File: src/rtl/core/dsq_pkg.sv
// dsq_pkg: shared types and constants of the delta-list sleep queue
// used by dsq_front, dsq_back and delta_sleep_queue; no dependencies
`default_nettype none

package dsq_pkg;

  localparam int TID_W       = 8;
  localparam int TICKS_W     = 32;
  localparam int IN_TDATA_W  = 40;
  localparam int OUT_TDATA_W = 16;
  localparam int MAX_RESULTS = 16;

  localparam logic FUNC_SLEEP  = 1'b0;
  localparam logic FUNC_TICK   = 1'b1;
  localparam logic KIND_ACK    = 1'b0;
  localparam logic KIND_WAKE   = 1'b1;
  localparam logic STATUS_OK   = 1'b0;
  localparam logic STATUS_FULL = 1'b1;

  // request handed from the front end to the back end
  typedef struct packed {
    logic               func;
    logic [TID_W-1:0]   tid;
    logic [TICKS_W-1:0] ticks;
  } cmd_t;

  typedef enum logic [3:0] {
    ST_IDLE,
    ST_SCAN,
    ST_SHIFT,
    ST_APPEND,
    ST_INS_NEXT,
    ST_INS_POS,
    ST_ACK,
    ST_TK_HEAD,
    ST_TK_SCAN,
    ST_TK_LAST
  } st_t;

endpackage

`default_nettype wire

File: src/rtl/core/dsq_ram.sv
// dsq_ram: generic simple dual-port RAM, one write and one registered read port
// no dependencies
`default_nettype none

module dsq_ram #(
  parameter int WIDTH = 40,
  parameter int DEPTH = 16
) (
  input  wire logic                     clk,
  input  wire logic                     we,
  input  wire logic [$clog2(DEPTH)-1:0] waddr,
  input  wire logic [WIDTH-1:0]         wdata,
  input  wire logic                     re,
  input  wire logic [$clog2(DEPTH)-1:0] raddr,
  output      logic [WIDTH-1:0]         rdata
);

  logic [WIDTH-1:0] mem [DEPTH];

  always_ff @(posedge clk) begin
    if (we) begin
      mem[waddr] <= wdata;
    end
    if (re) begin
      rdata <= mem[raddr];
    end
  end

endmodule

`default_nettype wire

File: src/rtl/core/dsq_front.sv
// dsq_front: input acceptance, request classification and a two-word queue
// depends on dsq_pkg
`default_nettype none

module dsq_front (
  input  wire logic                              clk,
  input  wire logic                              rst_n,
  input  wire logic                              in_tvalid,
  output      logic                              in_tready,
  input  wire logic [dsq_pkg::IN_TDATA_W-1:0]    in_tdata,
  input  wire logic                              in_tuser,
  output      logic                              cmd_valid,
  input  wire logic                              cmd_ready,
  output      dsq_pkg::cmd_t                     cmd
);

  dsq_pkg::cmd_t   q_r [2];
  logic            wr_ptr_r, wr_ptr_nxt;
  logic            rd_ptr_r, rd_ptr_nxt;
  logic [1:0]      cnt_r, cnt_nxt;
  dsq_pkg::cmd_t   in_cmd;
  logic            push, pop;

  // a zero-tick sleep counts as one tick
  always_comb begin
    in_cmd.func  = in_tuser;
    in_cmd.tid   = in_tdata[dsq_pkg::TID_W-1:0];
    in_cmd.ticks = in_tdata[dsq_pkg::IN_TDATA_W-1:dsq_pkg::TID_W];
    if (in_cmd.ticks == '0) begin
      in_cmd.ticks = dsq_pkg::TICKS_W'(1);
    end
  end

  assign in_tready = (cnt_r != 2'd2);
  assign push      = in_tvalid && in_tready;
  assign cmd_valid = (cnt_r != 2'd0);
  assign pop       = cmd_valid && cmd_ready;
  assign cmd       = q_r[rd_ptr_r];

  always_comb begin
    wr_ptr_nxt = push ? ~wr_ptr_r : wr_ptr_r;
    rd_ptr_nxt = pop  ? ~rd_ptr_r : rd_ptr_r;
    cnt_nxt    = cnt_r + {1'b0, push} - {1'b0, pop};
  end

  always_ff @(posedge clk) begin
    if (!rst_n) begin
      wr_ptr_r <= 1'b0;
      rd_ptr_r <= 1'b0;
      cnt_r    <= 2'd0;
    end else begin
      wr_ptr_r <= wr_ptr_nxt;
      rd_ptr_r <= rd_ptr_nxt;
      cnt_r    <= cnt_nxt;
    end
  end

  always_ff @(posedge clk) begin
    if (push) begin
      q_r[wr_ptr_r] <= in_cmd;
    end
  end

endmodule

`default_nettype wire

File: src/rtl/core/dsq_back.sv
// dsq_back: delta-list engine; walks the entry RAM to insert and release sleepers
// depends on dsq_pkg and dsq_ram
`default_nettype none

module dsq_back #(
  parameter int MAX_SLEEPERS = 16,
  parameter int DELAY_WIDTH  = 32
) (
  input  wire logic                  clk,
  input  wire logic                  rst_n,
  input  wire logic                  cmd_valid,
  output      logic                  cmd_ready,
  input  wire dsq_pkg::cmd_t         cmd,
  output      logic                  out_valid,
  input  wire logic                  out_ready,
  output      logic                  out_kind,
  output      logic                  out_status,
  output      logic [dsq_pkg::TID_W-1:0] out_thread,
  output      logic                  out_last
);

  localparam int N  = MAX_SLEEPERS;
  localparam int DW = DELAY_WIDTH;
  localparam int AW = $clog2(N);
  localparam int CW = $clog2(N + 1);
  localparam int EW = (DW > dsq_pkg::TICKS_W) ? DW : dsq_pkg::TICKS_W;
  localparam int RW = dsq_pkg::TID_W + DW;

  // logical position relative to the head, wrapped into the ring
  function automatic logic [AW-1:0] to_phys(input logic [AW-1:0] base,
                                            input logic [AW:0]   l);
    logic [AW:0] s;
    s = {1'b0, base} + l;
    if (s >= (AW+1)'(N)) begin
      s = s - (AW+1)'(N);
    end
    return s[AW-1:0];
  endfunction

  dsq_pkg::st_t           st_r, st_nxt;
  logic [CW-1:0]          occ_r, occ_nxt;
  logic [AW-1:0]          head_r, head_nxt;
  logic [CW-1:0]          idx_r, idx_nxt;
  logic [CW-1:0]          pos_r, pos_nxt;
  logic [DW-1:0]          sum_r, sum_nxt;
  logic [DW-1:0]          prev_r, prev_nxt;
  logic [DW-1:0]          t_r, t_nxt;
  logic [dsq_pkg::TID_W-1:0] tid_r, tid_nxt;
  logic [dsq_pkg::TID_W-1:0] hold_r, hold_nxt;
  logic                   full_r, full_nxt;

  logic                   out_valid_r, out_valid_nxt;
  logic                   out_kind_r, out_kind_nxt;
  logic                   out_status_r, out_status_nxt;
  logic [dsq_pkg::TID_W-1:0] out_thread_r, out_thread_nxt;
  logic                   out_last_r, out_last_nxt;
  logic                   out_load;

  logic                   rd_en, wr_en;
  logic [CW-1:0]          rd_log, wr_log;
  logic [RW-1:0]          wr_data, rdata;
  logic [DW-1:0]          rd_delta, sum_add, head_dec, cmd_t_sat;
  logic [dsq_pkg::TID_W-1:0] rd_thr;
  logic                   found, last_scan, more, out_free;
  logic [CW-1:0]          cand;
  logic [EW-1:0]          ticks_e;

  assign rd_delta  = rdata[DW-1:0];
  assign rd_thr    = rdata[RW-1:DW];
  assign sum_add   = sum_r + rd_delta;
  assign found     = (sum_add >= t_r);
  assign last_scan = ((idx_r + CW'(1)) == occ_r);
  assign head_dec  = (rd_delta == '0) ? '0 : rd_delta - DW'(1);
  assign cand      = idx_r + CW'(1);
  assign more      = (cand < occ_r) && (32'(cand) < 32'(dsq_pkg::MAX_RESULTS));
  assign out_free  = !out_valid_r || out_ready;
  assign ticks_e   = EW'(cmd.ticks);
  assign cmd_t_sat = (ticks_e > EW'({DW{1'b1}})) ? {DW{1'b1}} : ticks_e[DW-1:0];

  // next state
  always_comb begin
    st_nxt = st_r;
    case (st_r)
      dsq_pkg::ST_IDLE: begin
        if (cmd_valid) begin
          if (cmd.func == dsq_pkg::FUNC_TICK) begin
            st_nxt = (occ_r == '0) ? dsq_pkg::ST_IDLE : dsq_pkg::ST_TK_HEAD;
          end else if (occ_r == CW'(N)) begin
            st_nxt = dsq_pkg::ST_ACK;
          end else if (occ_r == '0) begin
            st_nxt = dsq_pkg::ST_APPEND;
          end else begin
            st_nxt = dsq_pkg::ST_SCAN;
          end
        end
      end
      dsq_pkg::ST_SCAN: begin
        if (found) begin
          st_nxt = last_scan ? dsq_pkg::ST_INS_NEXT : dsq_pkg::ST_SHIFT;
        end else if (last_scan) begin
          st_nxt = dsq_pkg::ST_APPEND;
        end
      end
      dsq_pkg::ST_SHIFT: begin
        if (idx_r <= pos_r + CW'(2)) begin
          st_nxt = dsq_pkg::ST_INS_NEXT;
        end
      end
      dsq_pkg::ST_APPEND:   st_nxt = dsq_pkg::ST_ACK;
      dsq_pkg::ST_INS_NEXT: st_nxt = dsq_pkg::ST_INS_POS;
      dsq_pkg::ST_INS_POS:  st_nxt = dsq_pkg::ST_ACK;
      dsq_pkg::ST_ACK: begin
        if (out_free) begin
          st_nxt = dsq_pkg::ST_IDLE;
        end
      end
      dsq_pkg::ST_TK_HEAD: begin
        if (head_dec != '0) begin
          st_nxt = dsq_pkg::ST_IDLE;
        end else begin
          st_nxt = more ? dsq_pkg::ST_TK_SCAN : dsq_pkg::ST_TK_LAST;
        end
      end
      dsq_pkg::ST_TK_SCAN: begin
        if (out_free) begin
          if (rd_delta != '0) begin
            st_nxt = dsq_pkg::ST_IDLE;
          end else if (!more) begin
            st_nxt = dsq_pkg::ST_TK_LAST;
          end
        end
      end
      dsq_pkg::ST_TK_LAST: begin
        if (out_free) begin
          st_nxt = dsq_pkg::ST_IDLE;
        end
      end
      default: st_nxt = dsq_pkg::ST_IDLE;
    endcase
  end

  // datapath, memory strobes and result loading
  always_comb begin
    occ_nxt        = occ_r;
    head_nxt       = head_r;
    idx_nxt        = idx_r;
    pos_nxt        = pos_r;
    sum_nxt        = sum_r;
    prev_nxt       = prev_r;
    t_nxt          = t_r;
    tid_nxt        = tid_r;
    hold_nxt       = hold_r;
    full_nxt       = full_r;
    cmd_ready      = 1'b0;
    rd_en          = 1'b0;
    rd_log         = '0;
    wr_en          = 1'b0;
    wr_log         = '0;
    wr_data        = rdata;
    out_load       = 1'b0;
    out_kind_nxt   = out_kind_r;
    out_status_nxt = out_status_r;
    out_thread_nxt = out_thread_r;
    out_last_nxt   = out_last_r;
    case (st_r)
      dsq_pkg::ST_IDLE: begin
        cmd_ready = 1'b1;
        if (cmd_valid) begin
          t_nxt    = cmd_t_sat;
          tid_nxt  = cmd.tid;
          sum_nxt  = '0;
          idx_nxt  = '0;
          full_nxt = (occ_r == CW'(N)) ? dsq_pkg::STATUS_FULL : dsq_pkg::STATUS_OK;
          if (occ_r != '0) begin
            rd_en  = 1'b1;
            rd_log = '0;
          end
        end
      end
      dsq_pkg::ST_SCAN: begin
        sum_nxt = sum_add;
        if (found) begin
          pos_nxt  = idx_r;
          prev_nxt = sum_r;
          hold_nxt = rd_thr;
          if (!last_scan) begin
            // open a gap by copying entries up from the tail
            idx_nxt = occ_r;
            rd_en   = 1'b1;
            rd_log  = occ_r - CW'(1);
          end
        end else if (!last_scan) begin
          idx_nxt = cand;
          rd_en   = 1'b1;
          rd_log  = cand;
        end
      end
      dsq_pkg::ST_SHIFT: begin
        wr_en   = 1'b1;
        wr_log  = idx_r;
        wr_data = rdata;
        if (idx_r > pos_r + CW'(2)) begin
          idx_nxt = idx_r - CW'(1);
          rd_en   = 1'b1;
          rd_log  = idx_r - CW'(2);
        end
      end
      dsq_pkg::ST_APPEND: begin
        wr_en   = 1'b1;
        wr_log  = occ_r;
        wr_data = {tid_r, t_r - sum_r};
        occ_nxt = occ_r + CW'(1);
      end
      dsq_pkg::ST_INS_NEXT: begin
        wr_en   = 1'b1;
        wr_log  = pos_r + CW'(1);
        wr_data = {hold_r, sum_r - t_r};
      end
      dsq_pkg::ST_INS_POS: begin
        wr_en   = 1'b1;
        wr_log  = pos_r;
        wr_data = {tid_r, t_r - prev_r};
        occ_nxt = occ_r + CW'(1);
      end
      dsq_pkg::ST_ACK: begin
        if (out_free) begin
          out_load       = 1'b1;
          out_kind_nxt   = dsq_pkg::KIND_ACK;
          out_status_nxt = full_r;
          out_thread_nxt = '0;
          out_last_nxt   = 1'b1;
        end
      end
      dsq_pkg::ST_TK_HEAD: begin
        if (head_dec != '0) begin
          wr_en   = 1'b1;
          wr_log  = '0;
          wr_data = {rd_thr, head_dec};
        end else begin
          hold_nxt = rd_thr;
          idx_nxt  = cand;
          if (more) begin
            rd_en  = 1'b1;
            rd_log = cand;
          end
        end
      end
      dsq_pkg::ST_TK_SCAN: begin
        if (out_free) begin
          out_load       = 1'b1;
          out_kind_nxt   = dsq_pkg::KIND_WAKE;
          out_status_nxt = dsq_pkg::STATUS_OK;
          out_thread_nxt = hold_r;
          if (rd_delta == '0) begin
            out_last_nxt = 1'b0;
            hold_nxt     = rd_thr;
            idx_nxt      = cand;
            if (more) begin
              rd_en  = 1'b1;
              rd_log = cand;
            end
          end else begin
            out_last_nxt = 1'b1;
            head_nxt     = to_phys(head_r, (AW+1)'(idx_r));
            occ_nxt      = occ_r - idx_r;
          end
        end
      end
      dsq_pkg::ST_TK_LAST: begin
        if (out_free) begin
          out_load       = 1'b1;
          out_kind_nxt   = dsq_pkg::KIND_WAKE;
          out_status_nxt = dsq_pkg::STATUS_OK;
          out_thread_nxt = hold_r;
          out_last_nxt   = 1'b1;
          head_nxt       = to_phys(head_r, (AW+1)'(idx_r));
          occ_nxt        = occ_r - idx_r;
        end
      end
      default: ;
    endcase
    out_valid_nxt = out_load || (out_valid_r && !out_ready);
  end

  always_ff @(posedge clk) begin
    if (!rst_n) begin
      st_r        <= dsq_pkg::ST_IDLE;
      occ_r       <= '0;
      head_r      <= '0;
      out_valid_r <= 1'b0;
    end else begin
      st_r        <= st_nxt;
      occ_r       <= occ_nxt;
      head_r      <= head_nxt;
      out_valid_r <= out_valid_nxt;
    end
  end

  always_ff @(posedge clk) begin
    idx_r        <= idx_nxt;
    pos_r        <= pos_nxt;
    sum_r        <= sum_nxt;
    prev_r       <= prev_nxt;
    t_r          <= t_nxt;
    tid_r        <= tid_nxt;
    hold_r       <= hold_nxt;
    full_r       <= full_nxt;
    out_kind_r   <= out_kind_nxt;
    out_status_r <= out_status_nxt;
    out_thread_r <= out_thread_nxt;
    out_last_r   <= out_last_nxt;
  end

  dsq_ram #(
    .WIDTH (RW),
    .DEPTH (N)
  ) u_ram (
    .clk   (clk),
    .we    (wr_en),
    .waddr (to_phys(head_r, (AW+1)'(wr_log))),
    .wdata (wr_data),
    .re    (rd_en),
    .raddr (to_phys(head_r, (AW+1)'(rd_log))),
    .rdata (rdata)
  );

  assign out_valid  = out_valid_r;
  assign out_kind   = out_kind_r;
  assign out_status = out_status_r;
  assign out_thread = out_thread_r;
  assign out_last   = out_last_r;

`ifndef SYNTHESIS
  a_full_only_when_full: assert property (@(posedge clk) disable iff (!rst_n)
    (st_r == dsq_pkg::ST_ACK && full_r == dsq_pkg::STATUS_FULL) |-> occ_r == CW'(N))
    else $error("full status given with free slots");

  a_wake_needs_entry: assert property (@(posedge clk) disable iff (!rst_n)
    (out_load && out_kind_nxt == dsq_pkg::KIND_WAKE) |-> occ_r != '0)
    else $error("wake report from an empty queue");

  a_insert_grows: assert property (@(posedge clk) disable iff (!rst_n)
    (st_r == dsq_pkg::ST_APPEND || st_r == dsq_pkg::ST_INS_POS)
      |=> occ_r == $past(occ_r) + CW'(1))
    else $error("insert did not grow the queue by one");
`endif

endmodule

`default_nettype wire

File: src/rtl/core/delta_sleep_queue.sv
// delta_sleep_queue: top level of the delta-list sleep queue
// depends on dsq_pkg, dsq_front, dsq_back (and dsq_ram below it)
`default_nettype none

// Ordered queue of sleeping thread IDs kept as a delta list in a ring RAM.
// in_tuser = 0 inserts in_tdata's thread with its tick count and answers one
// acknowledgement word (ok, or full); in_tuser = 1 is a timer tick that answers
// one wake word per released thread, the final one with out_tlast high, and
// nothing when none is released. Requests are buffered two deep and run one at
// a time; the entry RAM is walked one entry per cycle, while no wake word waits on
// out_tready, through its single read port. A sleep that goes to the tail scans
// the list and appends; one that goes in front of an entry scans to the insert
// point, copies the tail up one slot, writes two entries and answers; a sleep on
// a full queue is answered without a scan. A tick counts down the head entry and
// hands over one wake word per released thread. The entry RAM needs no clearing
// after reset.
module delta_sleep_queue #(
  parameter int MAX_SLEEPERS = 16,
  parameter int DELAY_WIDTH  = 32
) (
  input  wire logic                               clk,
  input  wire logic                               rst_n,
  input  wire logic                               in_tvalid,
  output      logic                               in_tready,
  // [7:0] thread_id, [39:8] sleep_ticks
  input  wire logic [dsq_pkg::IN_TDATA_W-1:0]     in_tdata,
  // [0] func
  input  wire logic                               in_tuser,
  output      logic                               out_tvalid,
  input  wire logic                               out_tready,
  // [0] status, [8:1] woken_thread, [15:9] zero
  output      logic [dsq_pkg::OUT_TDATA_W-1:0]    out_tdata,
  // [0] kind
  output      logic                               out_tuser,
  output      logic                               out_tlast
);

  logic                      cmd_valid, cmd_ready;
  dsq_pkg::cmd_t             cmd;
  logic                      status;
  logic [dsq_pkg::TID_W-1:0] thread;

  dsq_front u_front (
    .clk       (clk),
    .rst_n     (rst_n),
    .in_tvalid (in_tvalid),
    .in_tready (in_tready),
    .in_tdata  (in_tdata),
    .in_tuser  (in_tuser),
    .cmd_valid (cmd_valid),
    .cmd_ready (cmd_ready),
    .cmd       (cmd)
  );

  dsq_back #(
    .MAX_SLEEPERS (MAX_SLEEPERS),
    .DELAY_WIDTH  (DELAY_WIDTH)
  ) u_back (
    .clk        (clk),
    .rst_n      (rst_n),
    .cmd_valid  (cmd_valid),
    .cmd_ready  (cmd_ready),
    .cmd        (cmd),
    .out_valid  (out_tvalid),
    .out_ready  (out_tready),
    .out_kind   (out_tuser),
    .out_status (status),
    .out_thread (thread),
    .out_last   (out_tlast)
  );

  assign out_tdata = {{(dsq_pkg::OUT_TDATA_W - dsq_pkg::TID_W - 1){1'b0}}, thread, status};

endmodule

`default_nettype wire

File: config.mk
export PLATFORM = sky130hd
export DESIGN_NAME = delta_sleep_queue
export DESIGN_NICKNAME = d
export VERILOG_FILES = /design/src/rtl/core/dsq_pkg.sv /design/src/rtl/core/dsq_ram.sv /design/src/rtl/core/dsq_front.sv /design/src/rtl/core/dsq_back.sv /design/src/rtl/core/delta_sleep_queue.sv
export SDC_FILE = /design/constraint.sdc
export NUM_CORES = 1
export LEC_CHECK = 0
export BUFFER_PORTS_ARGS = -buffer_cell sky130_fd_sc_hd__buf_2
export CELL_PAD_IN_SITES_DETAIL_PLACEMENT = 2
export CELL_PAD_IN_SITES_GLOBAL_PLACEMENT = 2
export CORE_ASPECT_RATIO = 1.2
export CORE_MARGIN = 8
export CORE_UTILIZATION = 44
export CTS_BUF_LIST = sky130_fd_sc_hd__clkbuf_2
export CTS_CLUSTER_SIZE = 16
export DETAILED_ROUTE_END_ITERATION = 6
export GPL_TIMING_DRIVEN = 1
export PLACE_DENSITY_LB_ADDON = 0.1
export SETUP_SLACK_MARGIN = 0.2
export SYNTH_ARGS = -nofsm -noshare
export SYNTH_HDL_FRONTEND = slang
export SYNTH_SLANG_ARGS = --single-unit
File: constraint.sdc
create_clock -name clk -period 7.2 [get_ports clk]
set_input_delay 0.36 -clock clk [delete_from_list [all_inputs] [get_ports clk]]
set_output_delay 0.36 -clock clk [all_outputs]
set_load 0.05 [all_outputs]
==> results of run 1 <==
worst max-delay path, delay by kind of cell, from the launching register on:
kind / cells / cell delay, ns
flops: 1 / 0.47
compound gates: 10 / 1.74
mux: 3 / 0.79
fa+ha+maj: 4 / 1.75
buf+inv: 9 / 1.42
xor+xnor: 1 / 0.09
simple gates: 7 / 0.96
cells by family (layout without fill, tap and decap cells):
logic type	count (synthesis)	in the layout	share of synthesized area (%)
flip-flops	915	915	63.7
AND/OR/NAND/NOR	525	525	6.12
AO/OA/AOI/OAI	465	465	7.33
multiplexers	362	362	13.3
buffers and inverters	228	951	2.22
adder cells (fa/ha/maj)	167	167	5.00
XOR/XNOR	115	115	2.39
other	1	11	0.00875
synth_stat cells, types with 6 or more instances:
master,number,area (µm²)
o21a_1,13,97.6
nor3_1,39,195
or3_1,13,81.3
buf_4,8,60.1
o22ai_1,8,50.1
xnor2_1,76,666
and3_1,19,119
fa_1,7,140
mux2i_1,160,1600
edfxtp_1,896,26900
o21bai_1,15,113
clkbuf_1,118,443
or2_2,7,43.8
o21ai_0,91,455
nand3_1,34,170
mux2_2,42,473
nor4_1,24,150
nand2b_1,20,125
inv_1,87,327
a21o_1,71,533
o311ai_0,8,70.1
and2_1,48,300
nand4_1,20,125
dfxtp_1,19,380
ha_1,160,2000
nor2_1,116,435
buf_6,8,90.1
a31oi_1,17,106
nand2_1,134,503
a21boi_0,6,45.0
or4_1,11,82.6
nor2b_1,24,150
mux4_2,160,3600
xor2_1,38,333
o2111ai_1,6,52.6
a22oi_1,18,135
a21oi_1,107,536
a221o_1,12,120
o31ai_1,7,52.6
a222oi_1,7,70.1
o221ai_1,8,70.1
o211ai_1,10,75.1
a211oi_1,12,90.1
how the worst max path moves through the flow:
| stage | to | slack [ns] | cells after the start |
|---|---|---|---|
| after global routing | u_back.u_ram.rdata[12] | -0.45 | 34 |
| after global placement | u_back.u_ram.rdata[18] | -0.40 | 29 |
| after CTS | u_back.u_ram.rdata[33] | 0.10 | 31 |
| final | u_back.u_ram.rdata[12] | -0.34 | 34 |
| after floorplan | u_back.u_ram.rdata[0] | 0.27 | 26 |
| after detailed placement | u_back.u_ram.rdata[18] | -0.71 | 29 |
repair_timing:
item	in CTS	in global routing
endpoints found under the hold margin	207	0
pin swaps	23	22
gates cloned	8	6
endpoints found under the setup margin	40	40
resized for setup	95	45
hold buffers	128	0
buffers inserted	25	24
state kept, by name, indices dropped and copies added (netlist names), 2 cells and up, named ones only:
signal / flops
u_back.head_r: 4
u_back.hold_r: 8
u_back.idx_r: 5
u_back.occ_r: 5
u_back.out_thread: 8
u_back.pos_r: 5
u_back.prev_r: 32
u_back.st_r: 4
u_back.sum_r: 32
u_back.t_r: 32
u_back.tid_r: 8
u_back.u_ram.mem: 640
u_back.u_ram.rdata: 40
u_front.cnt_r: 2
u_front.q_r: 82
per-layer routing:
metal / vias to the layer above / track usage (%) / wire length [µm]
met5: - / 0 / 0
met4: 0 / 12.1 / 6630
met3: 316 / 4.41 / 7740
met2: 1113 / 52.6 / 83800
met1: 15300 / 33.3 / 60500
li1: 12200 / - / -
stage by stage:
stage	worst slack [ns]	area [µm²]	util (%)	setup TNS, ns
2_1_floorplan	0.266	42900	-	0
5_1_grt	-0.451	51100	52.9	-9.74
3_3_place_gp	-0.399	46500	48.1	-6.77
6_report	-0.337	51100	52.9	-4.79
4_1_cts	0.102	50600	52.3	0
3_5_place_dp	-0.709	46500	48.1	-19.08
placed cells by master (no fill, tap or decap), types with 37 or more instances in the layout:
| cell type | count |
|---|---|
| o21ai_0 | 84 |
| xnor2_1 | 73 |
| buf_12 | 41 |
| a21oi_1 | 103 |
| buf_4 | 205 |
| ha_1 | 154 |
| a21o_1 | 71 |
| nor2_1 | 97 |
| mux2_2 | 42 |
| buf_2 | 57 |
| clkinv_1 | 56 |
| nand2_1 | 130 |
| inv_1 | 87 |
| mux2i_1 | 129 |
| and2_1 | 48 |
| mux4_2 | 160 |
| dlygate4sd3_1 | 128 |
| xor2_1 | 37 |
| edfxtp_1 | 896 |
| clkbuf_2 | 323 |
area by class of cell:
cell class                 instances  share of cell area (%)
tap                             1270                    3.11
clock buffer                     323                    3.16
inverter                          87                   0.639
timing repair buffer             466                    8.95
sequential                       915                    53.4
antenna                            4                  0.0196
clock inverter                    75                   0.771
multi-input combinational       1641                    30.0
==> impl_metrics.ini, run 1 <==
[run_status]
outcome = finished with violations
violations = negative setup slack

[global_route]
grt_usage_pct = 28.7
first_global_vias = 32200
antenna_found_initial = 5
gr-total-overflow = 0
grt_pass1_wl_um = 225000
grt_max_degree = 44

[clocking]
cts.sinks = 915
cts_tree = yes
cts.path.max_buffers = 3
cts.htree.levels = 4
clkTransAtPathRegs_ns = 0.17
cts_buffers = 224
cts-root-buf = clkbuf_2
clock_latency_ns = 1.53

[sta]
finalSetupViolations = 39
worst_slack_ns = -0.337
post-route-period-util_pct = 105
tightest_slew_ns = 1.44
fin_skew_ns = 0.170
maxSlewViolCount = 0
post-route-min-period_ns = 7.54
finalHoldViolCount = 0
fmax_ghz = 0.133
grt_setup_unrepaired = true
relSlewSlack_pct = 3.37
whs_ns = 0.304

[die]
die_h_um = 358
die_width_um = 301
coreArea_mm2 = 0.0967
io_pins = 65
die-area_mm2 = 0.108
rows = 125
initial_core_util_pct = 44.3

[place]
dp_hpwl_um = 97700
dp_cells = 4186
io_buffers = 57
routabilityCongestion = 0.889

[setup_path]
slowest_stage = fa_4
cpPeakStageDelay_ns = 0.84
worstPathMaxFanout = 10
r2r_slack_ns = -0.34
arrival_ns = 8.73
worstSetupEndpointType = register
rr_worst_depth = 34
cpMostUsedCell = buf_4
start_kind = register
timing.rr.end = u_back.u_ram.rdata[12]
worstPathRequired_ns = 8.39
r2r_start = u_back.sum_r[1]
critPathKind = reg -> reg
crit_path_start = u_back.sum_r[1]

[finish]
multiInputGateArea_mm2 = 0.0153
fin_cells = 4781
seqCellArea_mm2 = 0.0273
fin_nets = 3547
n_fill_cell = 8815
areaGrowthSynthToFinish_pct = 19.3
layout-drive-gt1-share_pct = 28.4

[yosys]
synth_seq_area_share_pct = 63.7
ys_ff_latch = 915
avgSynthCellArea_um2 = 15.4
synthCells = 2778
netlist_area_mm2 = 0.0428
async_flop_share_pct = 0
synthDistinctLibCells = 74
synth_ff_type = edfxtp_1
synth-edff-count = 896
yosysWarnings = 0

[detailed_routing]
wire_per_inst_um = 33.2
drtIter0Drc = 2218
drt-total-wl_um = 159000
drc = 0
vias = 28900
via_per_inst = 6.05
drt_first_pass_iters = 5
postRouteAntennaNets = 0

[min_path]
min_to = u_front.q_r[1][0]
hp-start = in_tdata[8]
hold_class = in -> reg
whs_path_depth = 4

[job]
cap_violations = 0
Power of run 1 is not shown: default switching activity piles up to over one toggle a cycle in this logic, so the estimate is an artifact.
==> run 2, diff against run 1 <==
Settings changed: CORE_UTILIZATION 44 to 35, MAX_ROUTING_LAYER set to met4.
==> run 2 against run 1 <==
Against the previous run:
- the run now ends clean
- hold slack improved by 0.058 ns
- final cell count grew 7.4%
- register-to-register slack gained 0.48 ns
- fmax rose by 6.8%
- critical path type unchanged
- die area grew 24%
- clock skew decreased by 0.041 ns
- design area grew 0.39%
- global-route usage shrank 6.8 points
- non-clock buffer count shrank 20
- flip-flop and latch count is the same
- critical endpoint is now u_back.u_ram.rdata[21]
==> impl_metrics.ini, run 2 (synthesized netlist as in run 1, its figures left out) <==
[global_route]
grt_usage_pct = 21.9
first_global_vias = 31100
gr-total-overflow = 0
antenna_found_initial = 3
grt_pass1_wl_um = 210000
grt_max_degree = 44

[setup_path]
crit_path_start = u_back.u_ram.rdata[1]
worstPathRequired_ns = 8.53
worstSetupEndpointType = register
arrival_ns = 8.38
r2r_start = u_back.u_ram.rdata[1]
slowest_stage = fa_4
cpPeakStageDelay_ns = 0.66
start_kind = register
critPathKind = reg -> reg
worstPathMaxFanout = 6
cpMostUsedCell = buf_4

[job]
cap_violations = 0

[clocking]
cts.path.max_buffers = 3
cts_tree = yes
cts-root-buf = clkbuf_2
cts_buffers = 234
cts.sinks = 915
clkTransAtPathRegs_ns = 0.10
clock_latency_ns = 1.65
cts.htree.levels = 4

[detailed_routing]
drt_first_pass_iters = 5
drc = 0
postRouteAntennaNets = 0
drtIter0Drc = 1464
wire_per_inst_um = 28.0
vias = 27400
via_per_inst = 5.34
drt-total-wl_um = 144000

[sta]
fmax_ghz = 0.142
tightest_slew_ns = 1.38
fin_skew_ns = 0.129
fin_setup_tns_ns = 0
relSlewSlack_pct = 7.69
maxSlewViolCount = 0
finalSetupViolations = 0
worst_slack_ns = 0.144
grt_setup_unrepaired = true
finalHoldViolCount = 0
post-route-min-period_ns = 7.06
post-route-period-util_pct = 98.0

[place]
routabilityCongestion = 0.917
dp_hpwl_um = 93700
io_buffers = 57
dp_cells = 4547
place_ws_ns = -0.697

[finish]
final_core_util_pct = 42.3
layout-drive-gt1-share_pct = 27.6
fin_nets = 3537
areaGrowthSynthToFinish_pct = 19.8
fin_cells = 5134
final_common_cell = edfxtp_1
top_register = u_back.u_ram.mem
largest_reg_flops = 640
reg.largest.list = u_back.u_ram.mem x640, u_front.q_r x82, u_back.u_ram.rdata x40
final_cell_mix = edfxtp_1 (896), clkbuf_2 (327), buf_4 (183), mux4_2 (160), ha_1 (156)

[die]
initial_core_util_pct = 35.3
io_pins = 65
die_width_um = 335
die_h_um = 399
coreArea_mm2 = 0.121
rows = 140
die-area_mm2 = 0.134

[min_path]
hold_class = in -> reg
hp-start = in_tvalid

[run_status]
outcome = finished, final reports clean
==> run 2: changes by cell type in the layout (fill, tap and decap cells not counted), moves of 3 or more <==
cell | previous run | this run
buf_16 | 11 | 3
buf_8 | 6 | 3
nor2_1 | 97 | 100
clkbuf_2 | 323 | 327
dlygate4sd3_1 | 128 | 132
mux2i_2 | 17 | 5
buf_12 | 41 | 50
clkinvlp_4 | 4 | 0
mux2i_1 | 129 | 150
buf_4 | 205 | 183
mux2i_4 | 14 | 5
clkinv_1 | 56 | 47
clkinv_2 | 6 | 16
==> run 2: per-layer routing <==
metal / GRT usage, % / share of wire (%) / vias to the layer above
met1: 24.6 / 40 / 14500
met5: - / 0 / -
met3: 3.69 / 3.2 / 227
met4: 6.72 / 2.6 / 0
met2: 39.9 / 54 / 508
li1: - / - / 12200
==> run 2: area by class of cell <==
| type | instances | area [µm²] |
|---|---|---|
| antenna | 6 | 15.0 |
| clock inverter | 79 | 497 |
| clock buffer | 327 | 1640 |
| timing repair buffer | 446 | 4390 |
| sequential | 915 | 27300 |
| multi-input combinational | 1641 | 15100 |
| inverter | 87 | 327 |
| tap | 1633 | 2040 |
| fill | 11900 | 70100 |
==> run 2: final timing paths <==
path         cells after the start                     end  slack (ns)
max                             30  u_back.u_ram.rdata[21]        0.14
min                              5      u_front.q_r[0][40]        0.36
max reg2reg                     30  u_back.u_ram.rdata[21]        0.14
min reg2reg                      0        u_back.hold_r[0]        0.49
==> run 2: repair_timing <==
item / in CTS / in global routing
hold endpoints to repair: 208 / 0
hold buffers: 132 / 0
cloned: 2 / 4
gates resized for setup: 48 / 35
buffers inserted: 25 / 11
pin swaps: 30 / 16
endpoints found under the setup margin: 40 / 40
==> run 2: through the flow <==
stage	hold WS [ns]	cell area, µm²
after global routing	0.188	51300
after global placement	0.451	47000
after CTS	0.0343	51000
after floorplan	0.426	42900
final	0.362	51300
after detailed placement	0.451	47000
==> run 2: worst max-delay path: cells and delay by family (launching register included) <==
family	cells	cell delay, ns
compound gates	11	2.08
simple gates	6	1.44
fa+ha+maj	4	1.39
buf+inv	5	0.82
mux	3	0.52
flops	1	0.40
xor+xnor	1	0.09
Power of run 2 is left out for the same reason.
